<file path="src/rtl/core/slcfp_pkg.sv">
// Package for the start-of-frame / length / checksum frame parser.
// Holds sizes, phase and status codes, register indexes and the
// command and status structs between controller and datapath. No dependencies.
package slcfp_pkg;

  localparam int PAYLOAD_DEPTH = 16;
  localparam int PAYLOAD_AW    = $clog2(PAYLOAD_DEPTH);
  localparam int IDX_W         = $clog2(PAYLOAD_DEPTH + 1);
  localparam int KW            = 4;
  localparam int CFG_IDX_W     = 3;

  localparam logic [CFG_IDX_W-1:0] CFG_START_BYTE   = 3'd0;
  localparam logic [CFG_IDX_W-1:0] CFG_IDLE_TIMEOUT = 3'd1;
  localparam logic [CFG_IDX_W-1:0] CFG_SET_SPEED    = 3'd2;
  localparam logic [CFG_IDX_W-1:0] CFG_STOP         = 3'd3;
  localparam logic [CFG_IDX_W-1:0] CFG_PING         = 3'd4;
  localparam logic [CFG_IDX_W-1:0] CFG_GET_STATUS   = 3'd5;
  localparam logic [CFG_IDX_W-1:0] CFG_ACK          = 3'd6;

  localparam logic [7:0] LEN_SET_SPEED = 8'd4;
  localparam logic [7:0] LEN_ACK       = 8'd2;
  localparam logic [7:0] LEN_EMPTY     = 8'd0;

  typedef enum logic [2:0] {
    PH_WAIT,
    PH_CMD,
    PH_LEN,
    PH_PAYLOAD,
    PH_CHECK,
    PH_EMIT_WAIT,
    PH_EMIT_CMD
  } phase_t;

  typedef enum logic [1:0] {
    ST_OK      = 2'd0,
    ST_BAD_LEN = 2'd1,
    ST_UNKNOWN = 2'd2,
    ST_BAD_SUM = 2'd3
  } status_t;

  typedef struct packed {
    logic clear;
    logic tick;
    logic byte_in;
    logic take_cmd;
    logic take_len;
    logic take_payload;
    logic report_len_err;
    logic report_check;
    logic emit;
  } dp_cmd_t;

  typedef struct packed {
    logic start_eq;
    logic len_too_long;
    logic len_zero;
    logic payload_done;
    logic sum_match;
    logic idle_expire;
    logic emit_last;
    logic out_free;
  } dp_stat_t;

endpackage

</file>
<file path="src/rtl/core/slcfp_if.sv">
// Valid/ready channel interfaces for the frame parser: input items
// and result items. No dependencies.
interface slcfp_in_if;
  logic       valid;
  logic       ready;
  logic       op;
  logic [7:0] rx_byte;

  modport source (output valid, output op, output rx_byte, input ready);
  modport sink (input valid, input op, input rx_byte, output ready);
endinterface

interface slcfp_out_if;
  logic       valid;
  logic       ready;
  logic [7:0] frame_cmd;
  logic [7:0] frame_length;
  logic [1:0] frame_status;
  logic       has_data;
  logic [7:0] data_byte;
  logic [3:0] data_index;
  logic       last;

  modport source (output valid, output frame_cmd, output frame_length, output frame_status,
                  output has_data, output data_byte, output data_index, output last,
                  input ready);
  modport sink (input valid, input frame_cmd, input frame_length, input frame_status,
                input has_data, input data_byte, input data_index, input last,
                output ready);
endinterface

</file>
<file path="src/rtl/core/slcfp_ctrl.sv">
// Parse and report sequencer of the frame parser.
// Depends on slcfp_pkg for the phase enum and the command and status structs.
module slcfp_ctrl
  import slcfp_pkg::*;
(
  input  logic     clk,
  input  logic     rst,
  input  logic     in_valid,
  input  logic     in_op,
  output logic     in_ready,
  input  dp_stat_t stat,
  output dp_cmd_t  cmd
);

  phase_t phase, phase_next;
  logic   accept, is_byte, is_tick, emitting;

  assign emitting = (phase == PH_EMIT_WAIT) || (phase == PH_EMIT_CMD);
  assign in_ready = !emitting;
  assign accept   = in_valid && in_ready;
  assign is_byte  = accept && !in_op;
  assign is_tick  = accept && in_op;

  always_ff @(posedge clk) begin
    if (rst) begin
      phase <= PH_WAIT;
    end else begin
      phase <= phase_next;
    end
  end

  always_comb begin
    phase_next = phase;
    unique case (phase)
      PH_WAIT: begin
        if (is_byte && stat.start_eq) phase_next = PH_CMD;
      end
      PH_CMD: begin
        if (is_byte) phase_next = PH_LEN;
        else if (is_tick && stat.idle_expire) phase_next = PH_WAIT;
      end
      PH_LEN: begin
        if (is_byte) begin
          if (stat.len_too_long) phase_next = stat.start_eq ? PH_EMIT_CMD : PH_EMIT_WAIT;
          else if (stat.len_zero) phase_next = PH_CHECK;
          else phase_next = PH_PAYLOAD;
        end else if (is_tick && stat.idle_expire) begin
          phase_next = PH_WAIT;
        end
      end
      PH_PAYLOAD: begin
        if (is_byte && stat.payload_done) phase_next = PH_CHECK;
        else if (is_tick && stat.idle_expire) phase_next = PH_WAIT;
      end
      PH_CHECK: begin
        if (is_byte) begin
          phase_next = (!stat.sum_match && stat.start_eq) ? PH_EMIT_CMD : PH_EMIT_WAIT;
        end else if (is_tick && stat.idle_expire) begin
          phase_next = PH_WAIT;
        end
      end
      PH_EMIT_WAIT: begin
        if (stat.out_free && stat.emit_last) phase_next = PH_WAIT;
      end
      PH_EMIT_CMD: begin
        if (stat.out_free && stat.emit_last) phase_next = PH_CMD;
      end
      default: phase_next = PH_WAIT;
    endcase
  end

  always_comb begin
    cmd = '0;
    cmd.byte_in = is_byte;
    unique case (phase)
      PH_WAIT: begin
        cmd.clear = is_byte && stat.start_eq;
      end
      PH_CMD: begin
        cmd.take_cmd = is_byte;
        cmd.tick     = is_tick;
        cmd.clear    = is_tick && stat.idle_expire;
      end
      PH_LEN: begin
        cmd.take_len       = is_byte;
        cmd.report_len_err = is_byte && stat.len_too_long;
        cmd.tick           = is_tick;
        cmd.clear          = (is_byte && stat.len_too_long) || (is_tick && stat.idle_expire);
      end
      PH_PAYLOAD: begin
        cmd.take_payload = is_byte;
        cmd.tick         = is_tick;
        cmd.clear        = is_tick && stat.idle_expire;
      end
      PH_CHECK: begin
        cmd.report_check = is_byte;
        cmd.tick         = is_tick;
        cmd.clear        = is_byte || (is_tick && stat.idle_expire);
      end
      PH_EMIT_WAIT, PH_EMIT_CMD: begin
        cmd.emit = stat.out_free;
      end
      default: cmd = '0;
    endcase
  end

endmodule

</file>
<file path="src/rtl/core/slcfp_dp.sv">
// Datapath of the frame parser: configuration registers, frame registers,
// payload memory, report registers and the result output register.
// Depends on slcfp_pkg and the slcfp_out_if interface.
module slcfp_dp
  import slcfp_pkg::*;
(
  input  logic                 clk,
  input  logic                 rst,
  input  logic                 cfg_we,
  input  logic [CFG_IDX_W-1:0] cfg_index,
  input  logic [7:0]           cfg_data,
  input  logic [7:0]           rx_byte,
  input  dp_cmd_t              cmd,
  output dp_stat_t             stat,
  slcfp_out_if.source          out_ch
);

  logic [7:0] start_byte, idle_timeout_ticks;
  logic [7:0] code_set_speed, code_stop, code_ping, code_get_status, code_ack;

  logic [7:0]       held_cmd, held_len, running_sum, idle_count, idle_inc;
  logic [IDX_W-1:0] byte_index, index_inc;

  logic [7:0] payload_store [PAYLOAD_DEPTH];
  logic [7:0] mem_q;
  logic [KW-1:0] rd_addr;

  logic [7:0]    rep_cmd, rep_len;
  status_t       rep_status;
  logic          rep_data;
  logic [KW-1:0] rep_last, k;

  logic    out_valid;
  status_t cmd_status;

  function automatic status_t check_command(input logic [7:0] c, input logic [7:0] len);
    status_t s;
    if (c == code_set_speed) s = (len == LEN_SET_SPEED) ? ST_OK : ST_BAD_LEN;
    else if (c == code_stop || c == code_ping || c == code_get_status)
      s = (len == LEN_EMPTY) ? ST_OK : ST_BAD_LEN;
    else if (c == code_ack) s = (len == LEN_ACK) ? ST_OK : ST_BAD_LEN;
    else s = ST_UNKNOWN;
    return s;
  endfunction

  always_ff @(posedge clk) begin
    if (rst) begin
      start_byte         <= 8'd170;
      idle_timeout_ticks <= 8'd50;
      code_set_speed     <= 8'd1;
      code_stop          <= 8'd2;
      code_ping          <= 8'd3;
      code_get_status    <= 8'd4;
      code_ack           <= 8'd5;
    end else if (cfg_we) begin
      unique case (cfg_index)
        CFG_START_BYTE:   start_byte         <= cfg_data;
        CFG_IDLE_TIMEOUT: idle_timeout_ticks <= cfg_data;
        CFG_SET_SPEED:    code_set_speed     <= cfg_data;
        CFG_STOP:         code_stop          <= cfg_data;
        CFG_PING:         code_ping          <= cfg_data;
        CFG_GET_STATUS:   code_get_status    <= cfg_data;
        CFG_ACK:          code_ack           <= cfg_data;
        default: ;
      endcase
    end
  end

  assign index_inc  = byte_index + IDX_W'(1);
  assign idle_inc   = (idle_count < idle_timeout_ticks) ? idle_count + 8'd1 : idle_count;
  assign cmd_status = (rx_byte == running_sum) ? check_command(held_cmd, held_len) : ST_BAD_SUM;

  assign stat.start_eq     = rx_byte == start_byte;
  assign stat.len_too_long = rx_byte > 8'(PAYLOAD_DEPTH);
  assign stat.len_zero     = rx_byte == 8'd0;
  assign stat.payload_done = {{(8 - IDX_W){1'b0}}, index_inc} >= held_len;
  assign stat.sum_match    = rx_byte == running_sum;
  assign stat.idle_expire  = idle_inc >= idle_timeout_ticks;
  assign stat.emit_last    = k == rep_last;
  assign stat.out_free     = !out_valid || out_ch.ready;

  always_ff @(posedge clk) begin
    if (rst) begin
      held_cmd    <= '0;
      held_len    <= '0;
      byte_index  <= '0;
      running_sum <= '0;
      idle_count  <= '0;
    end else if (cmd.clear) begin
      held_len    <= '0;
      byte_index  <= '0;
      running_sum <= '0;
      idle_count  <= '0;
    end else begin
      if (cmd.byte_in) idle_count <= '0;
      else if (cmd.tick) idle_count <= idle_inc;
      if (cmd.take_cmd) begin
        held_cmd    <= rx_byte;
        running_sum <= rx_byte;
      end
      if (cmd.take_len) begin
        held_len    <= rx_byte;
        running_sum <= running_sum + rx_byte;
        byte_index  <= '0;
      end
      if (cmd.take_payload) begin
        byte_index  <= index_inc;
        running_sum <= running_sum + rx_byte;
      end
    end
  end

  always_comb begin
    if (cmd.report_check || cmd.report_len_err) rd_addr = '0;
    else if (cmd.emit) rd_addr = k + KW'(1);
    else rd_addr = k;
  end

  always_ff @(posedge clk) begin
    if (cmd.take_payload) payload_store[byte_index[PAYLOAD_AW-1:0]] <= rx_byte;
    mem_q <= payload_store[rd_addr[PAYLOAD_AW-1:0]];
  end

  always_ff @(posedge clk) begin
    if (cmd.report_len_err) begin
      rep_cmd    <= held_cmd;
      rep_len    <= rx_byte;
      rep_status <= ST_BAD_LEN;
      rep_data   <= 1'b0;
      rep_last   <= '0;
      k          <= '0;
    end else if (cmd.report_check) begin
      rep_cmd    <= held_cmd;
      rep_len    <= held_len;
      rep_status <= cmd_status;
      rep_data   <= held_len != 8'd0;
      rep_last   <= (held_len == 8'd0) ? '0 : KW'(held_len - 8'd1);
      k          <= '0;
    end else if (cmd.emit) begin
      k <= k + KW'(1);
    end
  end

  always_ff @(posedge clk) begin
    if (rst) begin
      out_valid <= 1'b0;
    end else if (cmd.emit) begin
      out_valid <= 1'b1;
    end else if (out_ch.ready) begin
      out_valid <= 1'b0;
    end
  end

  always_ff @(posedge clk) begin
    if (cmd.emit) begin
      out_ch.frame_cmd    <= rep_cmd;
      out_ch.frame_length <= rep_len;
      out_ch.frame_status <= rep_status;
      out_ch.has_data     <= rep_data;
      out_ch.data_byte    <= rep_data ? mem_q : 8'd0;
      out_ch.data_index   <= rep_data ? k : '0;
      out_ch.last         <= k == rep_last;
    end
  end

  assign out_ch.valid = out_valid;

endmodule

</file>
<file path="src/rtl/core/sof_len_checksum_frame_parser.sv">
// Top level of the start-of-frame / length / checksum frame parser.
// Depends on slcfp_pkg, slcfp_if.sv, slcfp_ctrl and slcfp_dp.
//
//   Channel   Direction  Contents
//   in_ch     in         op, rx_byte (byte or idle tick)
//   out_ch    out        frame_cmd, frame_length, frame_status, has_data,
//                        data_byte, data_index, last
//   cfg_*     in         write enable, register index, 8-bit data
//
// Bytes and ticks are accepted except during a report. A report of n results
// (one per payload byte, at least one) holds the input while the sequencer
// steps the payload memory read port once per result; a stall on out_ch
// stretches the hold. Reset is synchronous and restores register defaults.
module sof_len_checksum_frame_parser
  import slcfp_pkg::*;
(
  input  logic                 clk,
  input  logic                 rst,
  input  logic                 cfg_we,
  input  logic [CFG_IDX_W-1:0] cfg_index,
  input  logic [7:0]           cfg_data,
  slcfp_in_if.sink             in_ch,
  slcfp_out_if.source          out_ch
);

  dp_cmd_t  cmd;
  dp_stat_t stat;
  logic     ready;

  assign in_ch.ready = ready;

  slcfp_ctrl u_ctrl (
    .clk      (clk),
    .rst      (rst),
    .in_valid (in_ch.valid),
    .in_op    (in_ch.op),
    .in_ready (ready),
    .stat     (stat),
    .cmd      (cmd)
  );

  slcfp_dp u_dp (
    .clk       (clk),
    .rst       (rst),
    .cfg_we    (cfg_we),
    .cfg_index (cfg_index),
    .cfg_data  (cfg_data),
    .rx_byte   (in_ch.rx_byte),
    .cmd       (cmd),
    .stat      (stat),
    .out_ch    (out_ch)
  );

endmodule

</file>
<file path="src/flat_wrapper.sv">
// flat-port wrapper written by rule: the top's interface ports become plain ports
module sof_len_checksum_frame_parser_flat import slcfp_pkg::*;
  (clk, rst, cfg_we, cfg_index, cfg_data, in_ch_valid, in_ch_op, in_ch_rx_byte, in_ch_ready, out_ch_valid, out_ch_frame_cmd, out_ch_frame_length, out_ch_frame_status, out_ch_has_data, out_ch_data_byte, out_ch_data_index, out_ch_last, out_ch_ready);
  slcfp_in_if in_ch_i ();
  slcfp_out_if out_ch_i ();
  input  logic clk;
  input  logic rst;
  input  logic cfg_we;
  input  logic [CFG_IDX_W-1:0] cfg_index;
  input  logic [7:0] cfg_data;
  input wire logic [$bits(in_ch_i.valid)-1:0] in_ch_valid;
  input wire logic [$bits(in_ch_i.op)-1:0] in_ch_op;
  input wire logic [$bits(in_ch_i.rx_byte)-1:0] in_ch_rx_byte;
  output wire logic [$bits(in_ch_i.ready)-1:0] in_ch_ready;
  output wire logic [$bits(out_ch_i.valid)-1:0] out_ch_valid;
  output wire logic [$bits(out_ch_i.frame_cmd)-1:0] out_ch_frame_cmd;
  output wire logic [$bits(out_ch_i.frame_length)-1:0] out_ch_frame_length;
  output wire logic [$bits(out_ch_i.frame_status)-1:0] out_ch_frame_status;
  output wire logic [$bits(out_ch_i.has_data)-1:0] out_ch_has_data;
  output wire logic [$bits(out_ch_i.data_byte)-1:0] out_ch_data_byte;
  output wire logic [$bits(out_ch_i.data_index)-1:0] out_ch_data_index;
  output wire logic [$bits(out_ch_i.last)-1:0] out_ch_last;
  input wire logic [$bits(out_ch_i.ready)-1:0] out_ch_ready;
  assign in_ch_i.valid = in_ch_valid;
  assign in_ch_i.op = in_ch_op;
  assign in_ch_i.rx_byte = in_ch_rx_byte;
  assign in_ch_ready = in_ch_i.ready;
  assign out_ch_valid = out_ch_i.valid;
  assign out_ch_frame_cmd = out_ch_i.frame_cmd;
  assign out_ch_frame_length = out_ch_i.frame_length;
  assign out_ch_frame_status = out_ch_i.frame_status;
  assign out_ch_has_data = out_ch_i.has_data;
  assign out_ch_data_byte = out_ch_i.data_byte;
  assign out_ch_data_index = out_ch_i.data_index;
  assign out_ch_last = out_ch_i.last;
  assign out_ch_i.ready = out_ch_ready;
  sof_len_checksum_frame_parser u_core (.clk(clk), .rst(rst), .cfg_we(cfg_we), .cfg_index(cfg_index), .cfg_data(cfg_data), .in_ch(in_ch_i), .out_ch(out_ch_i));
endmodule
</file>
<file path="config.mk">
export PLATFORM = sky130hd
export DESIGN_NAME = sof_len_checksum_frame_parser_flat
export DESIGN_NICKNAME = d
export VERILOG_FILES = /design/src/rtl/core/slcfp_pkg.sv /design/src/rtl/core/slcfp_if.sv /design/src/rtl/core/slcfp_ctrl.sv /design/src/rtl/core/slcfp_dp.sv /design/src/rtl/core/sof_len_checksum_frame_parser.sv /design/src/flat_wrapper.sv
export SDC_FILE = /design/constraint.sdc
export NUM_CORES = 1
export LEC_CHECK = 0
export ABC_AREA = 1
export BUFFER_PORTS_ARGS = -buffer_cell sky130_fd_sc_hd__buf_2
export CORE_MARGIN = 1
export CORE_UTILIZATION = 35
export CTS_CLUSTER_SIZE = 14
export DETAILED_ROUTE_END_ITERATION = 7
export GPL_ROUTABILITY_DRIVEN = 0
export PLACE_DENSITY = 0.59
export SYNTH_ARGS = -nofsm -noshare
export SYNTH_HDL_FRONTEND = slang
export SYNTH_SLANG_ARGS = --single-unit
</file>
<file path="constraint.sdc">
create_clock -name clk -period 4 [get_ports clk]
set_clock_uncertainty 0.1 [all_clocks]
set_input_delay 0.8 -clock clk [delete_from_list [all_inputs] [get_ports clk]]
set_output_delay 0.8 -clock clk [all_outputs]
set_load 0.02 [all_outputs]
</file>
Word level (Yosys, flattened, before mapping)
Memories as Yosys holds them, arrays and structs flattened. A register that Yosys moved wholly into a read port is not among the register bits.
Cells that the tools add are included.
W data, S select, Z words.
{ "totals": {"latch_bits": 0, "out_inout_bits": 34, "in_bits": 25, "romBits": 0, "n_memories": 1, "ff_bits": 156, "wordCells": 154, "mem_bits_rw": 128} }
{ "mem_list": {"columns": ["name", "words", "width", "rd", "rd_clocked_by_memory_dff", "write_ports", "line_no", "rtl"], "rows": [
  ["u_core.u_dp.payload_store", 16, 8, 1, 1, 1, "slcfp_dp.sv:24", "logic [7:0] payload_store [PAYLOAD_DEPTH];"]
]} }
{ "classes": {"reduce_logical": 45, "n_mux": 46, "add_sub_neg": 5, "n_lt_le_gt_ge": 4, "shifts": 0, "n_eq_ne": 25, "bitwise_logic": 1, "n_div": 0, "n_mul": 0} }
{ "op_table": {"columns": ["op", "n"], "rows": [
  ["$mux W8", 8],
  ["$eq A8 B8 Y1", 7],
  ["$mux W3", 10],
  ["$pmux W3 S7", 1],
  ["$eq A3 B3 Y1 const B", 6],
  ["$logic_not A8 Y1", 2],
  ["$reduce_and A2 Y1", 8],
  ["$mux W1", 15],
  ["$eq A3 B2 Y1 const B", 4],
  ["$mux W2", 6],
  ["$mux W4", 3],
  ["$mux W5", 2],
  ["$logic_and A1 B1 Y1", 9],
  ["$add A8 B1 Y8 const B", 1],
  ["$add A8 B8 Y8", 1],
  ["$eq A8 B2 Y1 const B", 1],
  ["$eq A8 B3 Y1 const B", 1],
  ["$ge A5 B8 Y1", 1],
  ["$ge A8 B8 Y1", 1],
  ["$gt A8 B5 Y1 const B", 1],
  ["$lt A8 B8 Y1", 1],
  ["$reduce_bool A8 Y1", 1],
  ["$reduce_or A2 Y1", 4],
  ["$logic_or A1 B1 Y1", 7],
  ["other kinds (17)", 25]
]} }

Longest topological paths before layout
Gate-level depths: netlist of the first run.
{ "logic_depth": {"depth_word": 10, "ltp_mapped": 23, "mapped_depth_nobuf": 23} }

By module
Synthesis of the first run repeated with hierarchy kept, for this count alone.
{ "hier_totals": {"cells_unflattened": 1456, "hier_area_um2": 13317.8} }
{ "by_module_without_submodules": {"columns": ["mod", "cells_each", "seq_area_each_um2", "area_per_inst_um2", "n_inst"], "rows": [
  ["slcfp_dp", 1364, 7547.2, 12814.8, 1],
  ["slcfp_ctrl", 92, 60.1, 503.0, 1]
]} }

Worst setup path before layout of the first run
No wires, ideal clock.
{ "synth_timing": {"kind": "register to register", "from": "register u_core.u_dp.idle_timeout_ticks[3]", "to": "register u_core.u_dp.idle_count[0]", "arrival_ns": 2.668, "stages_incl_launch_ff": 19, "setup_ns": 0.075, "slack_ns": 1.158, "required_time_ns": 3.825, "synth_period_minus_slack_ns": 2.842, "cell_sequence": "dfxtp_1 -> inv_1 -> ha_1 -> nand2_1 -> o21ai_0 -> nand4_1 -> nand2_1 -> nand2_1 -> and2_1 -> ha_1 -> nand2_1 -> nand3_1 -> nand2_1 -> nand2_1 -> nand2_1 -> a21oi_1 -> o21bai_1 -> nand4_1 -> a21oi_1"} }
{ "synth_via": {"elab_chain_len": 7, "word_cells_on_any_way": 8, "cone_classes": "order compare (2); mux (2); reduce/logical (4)"} }
{ "synth_lines": {"columns": ["item", "line_no", "rtl"], "rows": [
  ["from (decl)", "slcfp_dp.sv:18", "logic [7:0] start_byte, idle_timeout_ticks;"],
  ["from (signal assigned)", "slcfp_dp.sv:58", "CFG_IDLE_TIMEOUT: idle_timeout_ticks <= cfg_data;"],
  ["$lt A8 B8 Y1 *", "slcfp_dp.sv:70", "assign idle_inc = (idle_count < idle_timeout_ticks) ? idle_count + 8'd1 : idle_count;"],
  ["$mux W8 *", "slcfp_dp.sv:70", null],
  ["net u_core.u_dp.idle_inc[1]", "slcfp_dp.sv:21", "logic [7:0] held_cmd, held_len, running_sum, idle_count, idle_inc;"],
  ["$ge A8 B8 Y1 *", "slcfp_dp.sv:78", "assign stat.idle_expire = idle_inc >= idle_timeout_ticks;"],
  ["$logic_and A1 B1 Y1 *", null, null],
  ["$logic_or A1 B1 Y1, on equally long branches", "slcfp_ctrl.sv:98, slcfp_ctrl.sv:88", null],
  ["$pmux W1 S4 *", "slcfp_ctrl.sv:75", "unique case (phase)"],
  ["$reduce_or A3 Y1 (no source line) *", null, null],
  ["to (signal assigned)", "slcfp_dp.sv:96", "else if (cmd.tick) idle_count <= idle_inc;"],
  ["to (decl)", "slcfp_dp.sv:21", null]
]} }
The timed path passes the listed nets; every way through them passes the cells marked *.
A chain may end at the register's enable or synchronous reset.

Worst setup path after layout of the first run
{ "layout_timing": {"from": "register u_core.u_dp.idle_count[3]", "to": "register u_core.u_dp.idle_count[1]"} }
{ "layout_via": {"elab_chain_len": 7, "word_cells_on_any_way": 9, "cone_classes": "add/sub (1); order compare (2); mux (2); reduce/logical (4)"} }
{ "layout_lines": {"columns": ["item", "line_no"], "rows": [
  ["$add A8 B1 Y8 / $lt A8 B8 Y1 (equally long branches)", "slcfp_dp.sv:70"],
  ["$mux W8 *", "slcfp_dp.sv:70"],
  ["net u_core.u_dp.idle_inc[3]", "slcfp_dp.sv:21"],
  ["$ge A8 B8 Y1 *", "slcfp_dp.sv:78"],
  ["$logic_and A1 B1 Y1 *", null],
  ["$logic_or A1 B1 Y1, on equally long branches", "slcfp_ctrl.sv:98, slcfp_ctrl.sv:88"],
  ["$pmux W1 S4 *", "slcfp_ctrl.sv:75"],
  ["$reduce_or A3 Y1 (no source line) *", null]
]} }
Marks and branches as above.

==> reports/qor.yml, run 1 <==
floorplan:
  initial_utilization_pct: 35.89
  die_area_um2: 39690
  die_width_um: 199.2
  boundaryPins: 59
  num_rows: 71
  die_h_um: 199.2
  core-area_um2: 37930
global_routing:
  grt_pass1_vias: 9731
  grt_start_max_net_pins: 66
  grt_pass1_wl_mm: 54.65
  grt_util_all_layers_pct: 17.78
  antenna_found_initial: 1
  gr-total-overflow: 0
synth:
  synth_edf_count: 176
  synth_flop_cell: "edfxtp_1"
  synth_nets: 1577
  ys_seq_area_share_pct: 55.88
  yosysTopAreaCell: "edfxtp_1"
  ys_ff_latch: 292
  synth_area_per_cell_um2: 8.986
  synth_cells: 1515
  yosys_warnings: 0
  synth.distinct_cells: 39
  synth.top_cell.area_share_pct: 38.82
  synth.area.top_cells: "edfxtp_1 39%, dfxtp_1 17%, nand2_1 9.9%"
  async_flop_share_pct: 0
  syn_area_um2: 13610
timing:
  tightest_slew_ns: 0.8793
  tns_ns: 0
  slew_violations: 0
  finalCritPeriodShare_pct: 88.58
  hold_viol: 0
  finalSetupViolCount: 0
  worst_hold_slack_ns: 0.3165
  layout_min_cycle_time_ns: 3.543
  max-slew-margin-rel_pct: 41.16
  timing.fmax_mhz: 282.2
  rsz0062_at_grt: "no"
setup_path:
  path_class: "register to register"
  start_kind: "register"
  worst_ep_arrival_time_ns: 3.93
  cp.required_ns: 4.39
  path_max_fanout: 10
  end_kind: "register"
power_and_ir_drop:
  p_leak_nw: 6.603
  switching_share_pct: 30.93
  vdd_drop_max_mv: 0.3162
  finalPower_mw: 8.177
  p_switching_mw: 2.529
  seqPwrFrac_pct: 42.5
  power.density_nw_per_um2: 526.4
  internal-power_mw: 5.648
  pwr-share-clk_pct: 35.6
  share_comb_of_total_power_pct: 21.9
drt:
  vias: 10270
  drc: 0
  ant_nets: 0
  wl_mm: 34.75
  initialDrtViolationCount: 882
  viasPerCell: 4.847
  wl_per_cell_um: 16.41
  first_pass_iters: 5
final_layout:
  final_common_cell: "nand2_1"
  multi_input_area_um2: 5077
  mostFrequentLayoutCells: "359 x nand2_1, 176 x edfxtp_1, 165 x inv_1, 145 x nor2_1, 137 x nand3_1"
  nets: 1644
  syn2layout_area_growth_pct: 14.11
  drive_above_1_share_pct: 10.46
  seqCellArea_um2: 7607
  num-fill-cells: 3725
clocking:
  cts_buffers: 31
  post_cts_buffers: 0
  hold_buffers: 0
  clockBufferDepth: 3
  clk_pin_slew_ns: 0.06
  cts-root-buf: "clkbuf_16"
  cts_resized: 0
  cts.htree.levels: 1
  cts_tree: "yes"
  clock_sinks: 292
  clk_latency_ns: 0.57
min_path:
  hp-class: "register to register"
placement:
  io_buffers: 58
  hpwl_mm: 23.15
flow_run:
  max_cap_viol_count: 0
status:
  status: "completed"
state kept, by name, summed over array words and instances (netlist names), 5 cells and up:
| name | flops |
|---|---|
| u_core.u_dp.code_stop | 8 |
| u_core.u_dp.code_ack | 8 |
| u_core.u_dp.out_ch.frame_length | 8 |
| u_core.u_dp.out_ch.data_byte | 8 |
| u_core.u_dp.rep_len | 8 |
| u_core.u_dp.rep_cmd | 8 |
| u_core.u_dp.idle_timeout_ticks | 8 |
| u_core.u_dp.out_ch.frame_cmd | 8 |
| u_core.u_dp.idle_count | 8 |
| u_core.u_dp.code_set_speed | 8 |
| u_core.u_dp.start_byte | 8 |
| u_core.u_dp.running_sum | 8 |
| u_core.u_dp.held_len | 8 |
| u_core.u_dp.code_get_status | 8 |
| u_core.u_dp.code_ping | 8 |
| u_core.u_dp.held_cmd | 8 |
| u_core.u_dp.byte_index | 5 |
| u_core.u_dp.payload_store | 128 |
| u_core.u_dp.mem_q | 8 |
per-layer routing:
layer  vias to the layer above  routed length (µm)  global-route usage, %
li1                       5135                   -                      -
met1                      4784               15900                  24.02
met2                       287               16030                  29.06
met3                        59                1825                  2.549
met4                         0                 994                  6.011
met5                         -                   0                      0
final timing paths:
kind                                                             endpoint  cells after the start  slack, ns                                   start
worst max-delay path               u_core.u_dp.idle_count[1]$_SDFFE_PP0P_                     15       0.46  u_core.u_dp.idle_count[3]$_SDFFE_PP0P_
worst max register to register     u_core.u_dp.idle_count[1]$_SDFFE_PP0P_                     15       0.46  u_core.u_dp.idle_count[3]$_SDFFE_PP0P_
worst min register to register  u_core.u_dp.out_ch.frame_cmd[2]$_DFFE_PP_                      0       0.32        u_core.u_dp.rep_cmd[2]$_DFFE_PP_
worst min-delay path            u_core.u_dp.out_ch.frame_cmd[2]$_DFFE_PP_                      0       0.32        u_core.u_dp.rep_cmd[2]$_DFFE_PP_
synthesized netlist by cell type (3+ instances only):
master      n
edfxtp_1  176
a21oi_1    61
inv_2       7
buf_6       8
dfxtp_1   116
xnor2_1    24
nor2_2      5
nor3_1      8
o21ai_0    98
nand2_2     3
clkbuf_1   30
nand2_1   360
buf_2      15
or2_2       8
inv_1     165
nor2_1    145
nand3_1   137
o211ai_1    7
o21bai_1   42
xor2_1     25
ha_1       36
nand4_1    14
stage by stage:
| step | util (%) | setup WS [ns] | cell area [µm²] | instances |
|---|---|---|---|---|
| 2_1_floorplan | - | 1.158 | 13610 | 1515 |
| 3_3_place_gp | 38.22 | 0.5675 | 14500 | 2060 |
| 3_5_place_dp | 38.22 | 0.5497 | 14500 | 2060 |
| 4_1_cts | 40.94 | 0.5046 | 15530 | 2117 |
| 5_1_grt | 40.94 | 0.04027 | 15530 | 2117 |
| 6_report | 40.95 | 0.4569 | 15530 | 2118 |
layout make-up:
type	count	area share (%)
Sequential cell	292	48.97
Clock buffer	40	5.405
Inverter	174	4.205
Tap cell	511	4.116
Antenna cell	1	0.01611
Timing Repair Buffer	87	3.351
Multi-Input combinational cell	996	32.69
Clock inverter	17	1.248
power by group through the flow:
stage / clock network [mW] / logic, mW / registers (mW)
6_report: 2.91 / 1.79 / 3.47
5_1_grt: 3.09 / 2.03 / 3.49
4_1_cts: 2.97 / 1.79 / 3.47
3_5_place_dp: 0 / 1.78 / 3.54
3_3_place_gp: 0 / 1.77 / 3.54
2_1_floorplan: 0 / 1.41 / 3.47
cell families (layout without fill, tap and decap cells):
kind of cell,Yosys count,count (layout),synth area share [%]
flip-flops,292,292,55.88
other,0,1,0
XOR/XNOR,49,49,3.153
AND/OR/NAND/NOR,691,691,21.52
buffers and inverters,227,318,6.838
adder cells (fa/ha/maj),37,37,3.456
AO/OA/AOI/OAI,219,219,9.154
critical path, stage by stage (launching register included):
cell,delay [ns]
dfxtp_1,0.44
ha_1,0.29
a21oi_1,0.15
o21ai_0,0.12
nand4_1,0.21
nand2_1,0.25
o21ai_0,0.30
inv_1,0.08
ha_1,0.31
a21oi_1,0.15
nand2_1,0.08
nand2_1,0.07
a21oi_1,0.10
o21bai_1,0.18
nand4_1,0.34
a21oi_1,0.28
Note: power is estimated with default switching activity, not from simulation.
==> inputs of run 2 (changes only) <==
- CORE_MARGIN: 1 -> 5
==> run 2 against run 1 <==
Critical endpoint is now u_core.u_dp.running_sum[6]$_SDFFE_PP0P_. Clock power hardly changed. Sequential power hardly changed. Global-route usage is 1.9 points lower. First-iteration DRC count is 17% lower. Count of clock-buffer cells in the layout is 3 lower. Non-clock buffer count is 3 higher. Largest power group unchanged. Die area is 8.2% higher. Sequential share of layout area is 0.17 points lower. Total power is 1.4% higher. Combinational power is 5% higher. Worst hold slack better by 0.0026 ns. Cell area is 0.35% higher.
==> reports/qor.yml, run 2 (same netlist as run 1, synthesis figures left out) <==
timing:
  tightest_slew_ns: 0.8419
  slew_violations: 0
  finalSetupViolCount: 0
  max-slew-margin-rel_pct: 43.67
  setup_slack_ns: 0.5675
  rsz0062_at_grt: "no"
  finalCritPeriodShare_pct: 85.81
  hold_viol: 0
  tns_ns: 0
  layout_min_cycle_time_ns: 3.432
  worst_hold_slack_ns: 0.3191
  timing.fmax_mhz: 291.3
drt:
  wl_mm: 34.84
  vias: 10410
  drc: 0
  first_pass_iters: 5
  viasPerCell: 4.890
  ant_nets: 0
  wl_per_cell_um: 16.37
  initialDrtViolationCount: 729
clocking:
  cts_buffers: 31
  clk_latency_ns: 0.56
  cts-root-buf: "clkbuf_16"
  cts_tree: "yes"
  post_cts_buffers: 0
  clk_pin_slew_ns: 0.06
  cts.htree.levels: 1
  cts_resized: 0
  clock_sinks: 292
  hold_buffers: 0
  clockBufferDepth: 3
setup_path:
  slowest_delay_ns: 0.44
  path_buf_inv: 3
  path_cells: "ha_1 > a21oi_1 > o21ai_0 > nand4_1 > nand2_1 > o21ai_0 > inv_1 > ha_1 > nand2_1 > inv_1 > nand2_1 > nand2_1 > nand2_1 > a21oi_1 > o21bai_1 > nand3_1 > buf_4 > nor2_1"
  path_common_cell: "nand2_1"
  start_kind: "register"
  cp.required_ns: 4.34
  r2r_slack_ns: 0.57
  path_class: "register to register"
  worst_ep_arrival_time_ns: 3.77
  crit_cells: 18
  r2r_cells: 18
  path_max_fanout: 21
  cp_slowest_cell: "dfxtp_1"
  end_kind: "register"
  crit_family: "compound AO/OA/AOI/OAI gates"
power_and_ir_drop:
  p_leak_nw: 6.623
  p_switching_mw: 2.593
  seqPwrFrac_pct: 41.8
  vdd_drop_max_mv: 0.3542
  internal-power_mw: 5.697
  power.density_nw_per_um2: 531.9
  pwr-share-clk_pct: 35.4
  finalPower_mw: 8.290
  switching_share_pct: 31.28
  share_comb_of_total_power_pct: 22.7
min_path:
  min_path_cells: 0
  hp-class: "register to register"
global_routing:
  grt_util_all_layers_pct: 15.89
  antenna_found_initial: 0
  grt_pass1_wl_mm: 55.77
  grt_start_max_net_pins: 49
  gr-total-overflow: 0
  grt_pass1_vias: 10030
final_layout:
  multi_input_area_um2: 5077
  num-fill-cells: 3889
  final_common_cell: "nand2_1"
  mostFrequentLayoutCells: "359 x nand2_1, 176 x edfxtp_1, 165 x inv_1, 145 x nor2_1, 137 x nand3_1"
  final_core_util_pct: 40.43
  syn2layout_area_growth_pct: 14.50
  seqCellArea_um2: 7607
  nets: 1647
  largest_reg_flops: 128
  drive_above_1_share_pct: 10.62
  antennaDiodeCount: 0
  fin_area_um2: 15590
  layoutNonFillerInstCount: 2128
floorplan:
  die_area_um2: 42940
  boundaryPins: 59
  initial_utilization_pct: 35.31
  die_width_um: 207.2
  die_h_um: 207.2
  core-area_um2: 38560
  num_rows: 72
placement:
  place_area_um2: 14530
  place_inst: 2070
  io_buffers: 58
  place_worst_setup_slack_ns: 0.6179
  hpwl_mm: 23.76
flow_run:
  max_cap_viol_count: 0
status:
  status: "completed"
## run 2: layout make-up
class / instances / share of cell area (%)
Multi-Input combinational cell: 996 / 32.57
Clock buffer: 37 / 5.378
Clock inverter: 21 / 1.413
Tap cell: 518 / 4.158
Timing Repair Buffer: 90 / 3.484
Sequential cell: 292 / 48.80
Inverter: 174 / 4.190
## run 2: routing by layer
layer,track usage (%),wire length [µm],up-vias
met3,2.373,2011,64
li1,-,-,5144
met1,22.42,15920,4913
met2,25.41,15940,284
met4,4.970,972,0
met5,0,0,-
## run 2: worst paths after layout
path | startpoint | endpoint
max | u_core.u_dp.idle_count[3]$_SDFFE_PP0P_ | u_core.u_dp.running_sum[6]$_SDFFE_PP0P_
min | u_core.u_dp.rep_len[7]$_DFFE_PP_ | u_core.u_dp.out_ch.frame_length[7]$_DFFE_PP_
max reg2reg | u_core.u_dp.idle_count[3]$_SDFFE_PP0P_ | u_core.u_dp.running_sum[6]$_SDFFE_PP0P_
min reg2reg | u_core.u_dp.rep_len[7]$_DFFE_PP_ | u_core.u_dp.out_ch.frame_length[7]$_DFFE_PP_
## run 2: power by group through the flow
stage          Sequential, mW  Clock (mW)  Combinational, mW
6_report                 3.47        2.94               1.88
5_1_grt                  3.48        3.13               2.13
4_1_cts                  3.47        3.01               1.90
3_5_place_dp             3.53           0               1.89
3_3_place_gp             3.53           0               1.88
2_1_floorplan            3.47           0               1.41
==> inputs of run 3 (changes only) <==
- BUFFER_PORTS_ARGS: -buffer_cell sky130_fd_sc_hd__buf_2 -> unset
- CTS_CLUSTER_DIAMETER: unset -> 60
- DONT_BUFFER_PORTS: unset -> 1
- PLACE_DENSITY: 0.59 -> 0.58
- REMOVE_ABC_BUFFERS: unset -> 1
==> run 3 against run 2 <==
Sequential share of layout area is 1.8 points higher. Worst hold slack worse by 0.11 ns. Count of clock-buffer cells in the layout is 5 higher. Non-clock buffer count is 73 lower. Total power is 5.6% lower. Die area stayed put. First-iteration DRC count is 2.5% lower. Routed wire length is 4.7% lower. Critical endpoint is now u_core.u_dp.idle_count[1]$_SDFFE_PP0P_. Fmax is 2.9% lower. Core utilization is 1.4 points lower.
==> reports/qor.yml, run 3 (same netlist as run 1, synthesis figures left out) <==
power_and_ir_drop:
  power.density_nw_per_um2: 520.4
  p_leak_nw: 6.228
  finalPower_mw: 7.825
  vdd_drop_max_mv: 0.2627
clocking:
  post_cts_buffers: 0
  cts_resized: 0
  cts-root-buf: "clkbuf_16"
  clockBufferDepth: 3
  cts_tree: "yes"
  cts.htree.levels: 1
  hold_buffers: 0
  clk_latency_ns: 0.57
  cts_buffers: 28
  clock_sinks: 292
  clk_pin_slew_ns: 0.07
drt:
  first_pass_iters: 5
  wl_per_cell_um: 16.22
  vias: 9892
  viasPerCell: 4.830
  wl_mm: 33.22
  drc: 0
  initialDrtViolationCount: 711
  ant_nets: 0
min_path:
  hp-class: "input pin to register"
setup_path:
  path_class: "register to register"
  end_kind: "register"
  cp.required_ns: 4.37
  r2r_slack_ns: 0.46
  start_kind: "register"
  path_max_fanout: 10
  worst_ep_arrival_time_ns: 3.91
timing:
  hold_viol: 0
  max-slew-margin-rel_pct: 40.06
  rsz0062_at_grt: "no"
  tightest_slew_ns: 0.8935
  finalSetupViolCount: 0
  slew_violations: 0
  tns_ns: 0
  finalCritPeriodShare_pct: 88.40
  layout_min_cycle_time_ns: 3.536
  timing.fmax_mhz: 282.8
floorplan:
  die_h_um: 207.2
  core-area_um2: 38560
  die_width_um: 207.2
  die_area_um2: 42940
  num_rows: 72
  initial_utilization_pct: 35.31
  boundaryPins: 59
placement:
  place_inst: 1997
  io_buffers: 0
  hpwl_mm: 22.41
final_layout:
  final_common_cell: "nand2_1"
  syn2layout_area_growth_pct: 10.45
  nets: 1571
  num-fill-cells: 3891
  largest_reg_flops: 128
  layoutNonFillerInstCount: 2048
  mostFrequentLayoutCells: "359 x nand2_1, 176 x edfxtp_1, 165 x inv_1, 145 x nor2_1, 137 x nand3_1"
  drive_above_1_share_pct: 5.686
  antennaDiodeCount: 0
global_routing:
  gr-total-overflow: 0
  grt_util_all_layers_pct: 15.07
  grt_start_max_net_pins: 65
  grt_pass1_vias: 9485
  antenna_found_initial: 0
  grt_pass1_wl_mm: 53.12
flow_run:
  max_cap_viol_count: 0
status:
  status: "completed"
-- run 3: path summary, 6_finish.rpt --
path / from / to / depth (start not counted)
setup / recovery: u_core.u_dp.idle_count[3]$_SDFFE_PP0P_ / u_core.u_dp.idle_count[1]$_SDFFE_PP0P_ / 17
hold / removal: rst / u_core.u_dp.held_cmd[4]$_SDFFE_PP0P_ / 1
setup reg to reg: u_core.u_dp.idle_count[3]$_SDFFE_PP0P_ / u_core.u_dp.idle_count[1]$_SDFFE_PP0P_ / 17
hold reg to reg: u_core.u_dp.rep_len[7]$_DFFE_PP_ / u_core.u_dp.out_ch.frame_length[7]$_DFFE_PP_ / 0
-- run 3: layer usage --
metal	track usage [%]	share of wire, %	vias up
met5	0	0	-
met4	4.036	2.3	0
met3	2.418	5.3	47
met2	25.15	48	231
met1	20.54	45	4624
li1	-	-	4990
-- run 3: where the power goes --
part           total (mW)  internal, mW  switching [mW]
combinational        1.73         0.565            1.16
clock                2.65          1.48            1.17
sequential           3.45          3.33           0.118
total                7.82          5.38            2.45
-- run 3: through the flow --
stage | area (µm²) | util (%) | worst slack [ns] | hold slack (ns)
floorplan | 13340 | - | 0.5244 | 0.3003
global placement | 14130 | 36.64 | 0.6441 | 0.3016
detailed placement | 14130 | 36.64 | 0.4679 | 0.3056
CTS | 15040 | 39.00 | 0.4558 | 0.1880
global route | 15040 | 39.00 | 0.03830 | 0.1881
finish | 15040 | 39.00 | 0.4642 | 0.2130
-- run 3: final cells by class --
| cell class | count | area (µm²) | area share, % |
|---|---|---|---|
| clock inverter | 9 | 103.9 | 0.6907 |
| inverter | 174 | 653.1 | 4.344 |
| tap | 518 | 648.1 | 4.311 |
| clock buffer | 42 | 805.8 | 5.359 |
| multi-input combinational | 996 | 5077 | 33.77 |
| sequential | 292 | 7607 | 50.59 |
| timing repair buffer | 17 | 140.1 | 0.9320 |
-- run 3: worst max-delay path, cell delays in order, from the launching register on --
cell and delay [ns]:
dfxtp_1 0.36, ha_1 0.31, nand2_1 0.05, o21ai_0 0.17, nand4_1 0.27, nand2_1 0.33, nand2_1 0.11, and2_1 0.16
ha_1 0.30, nand2_1 0.07, nand3_1 0.08, nand2_1 0.06, nand2_1 0.07, nand2_1 0.09, a21oi_1 0.10, o21bai_1 0.18
nand4_1 0.37, a21oi_1 0.27
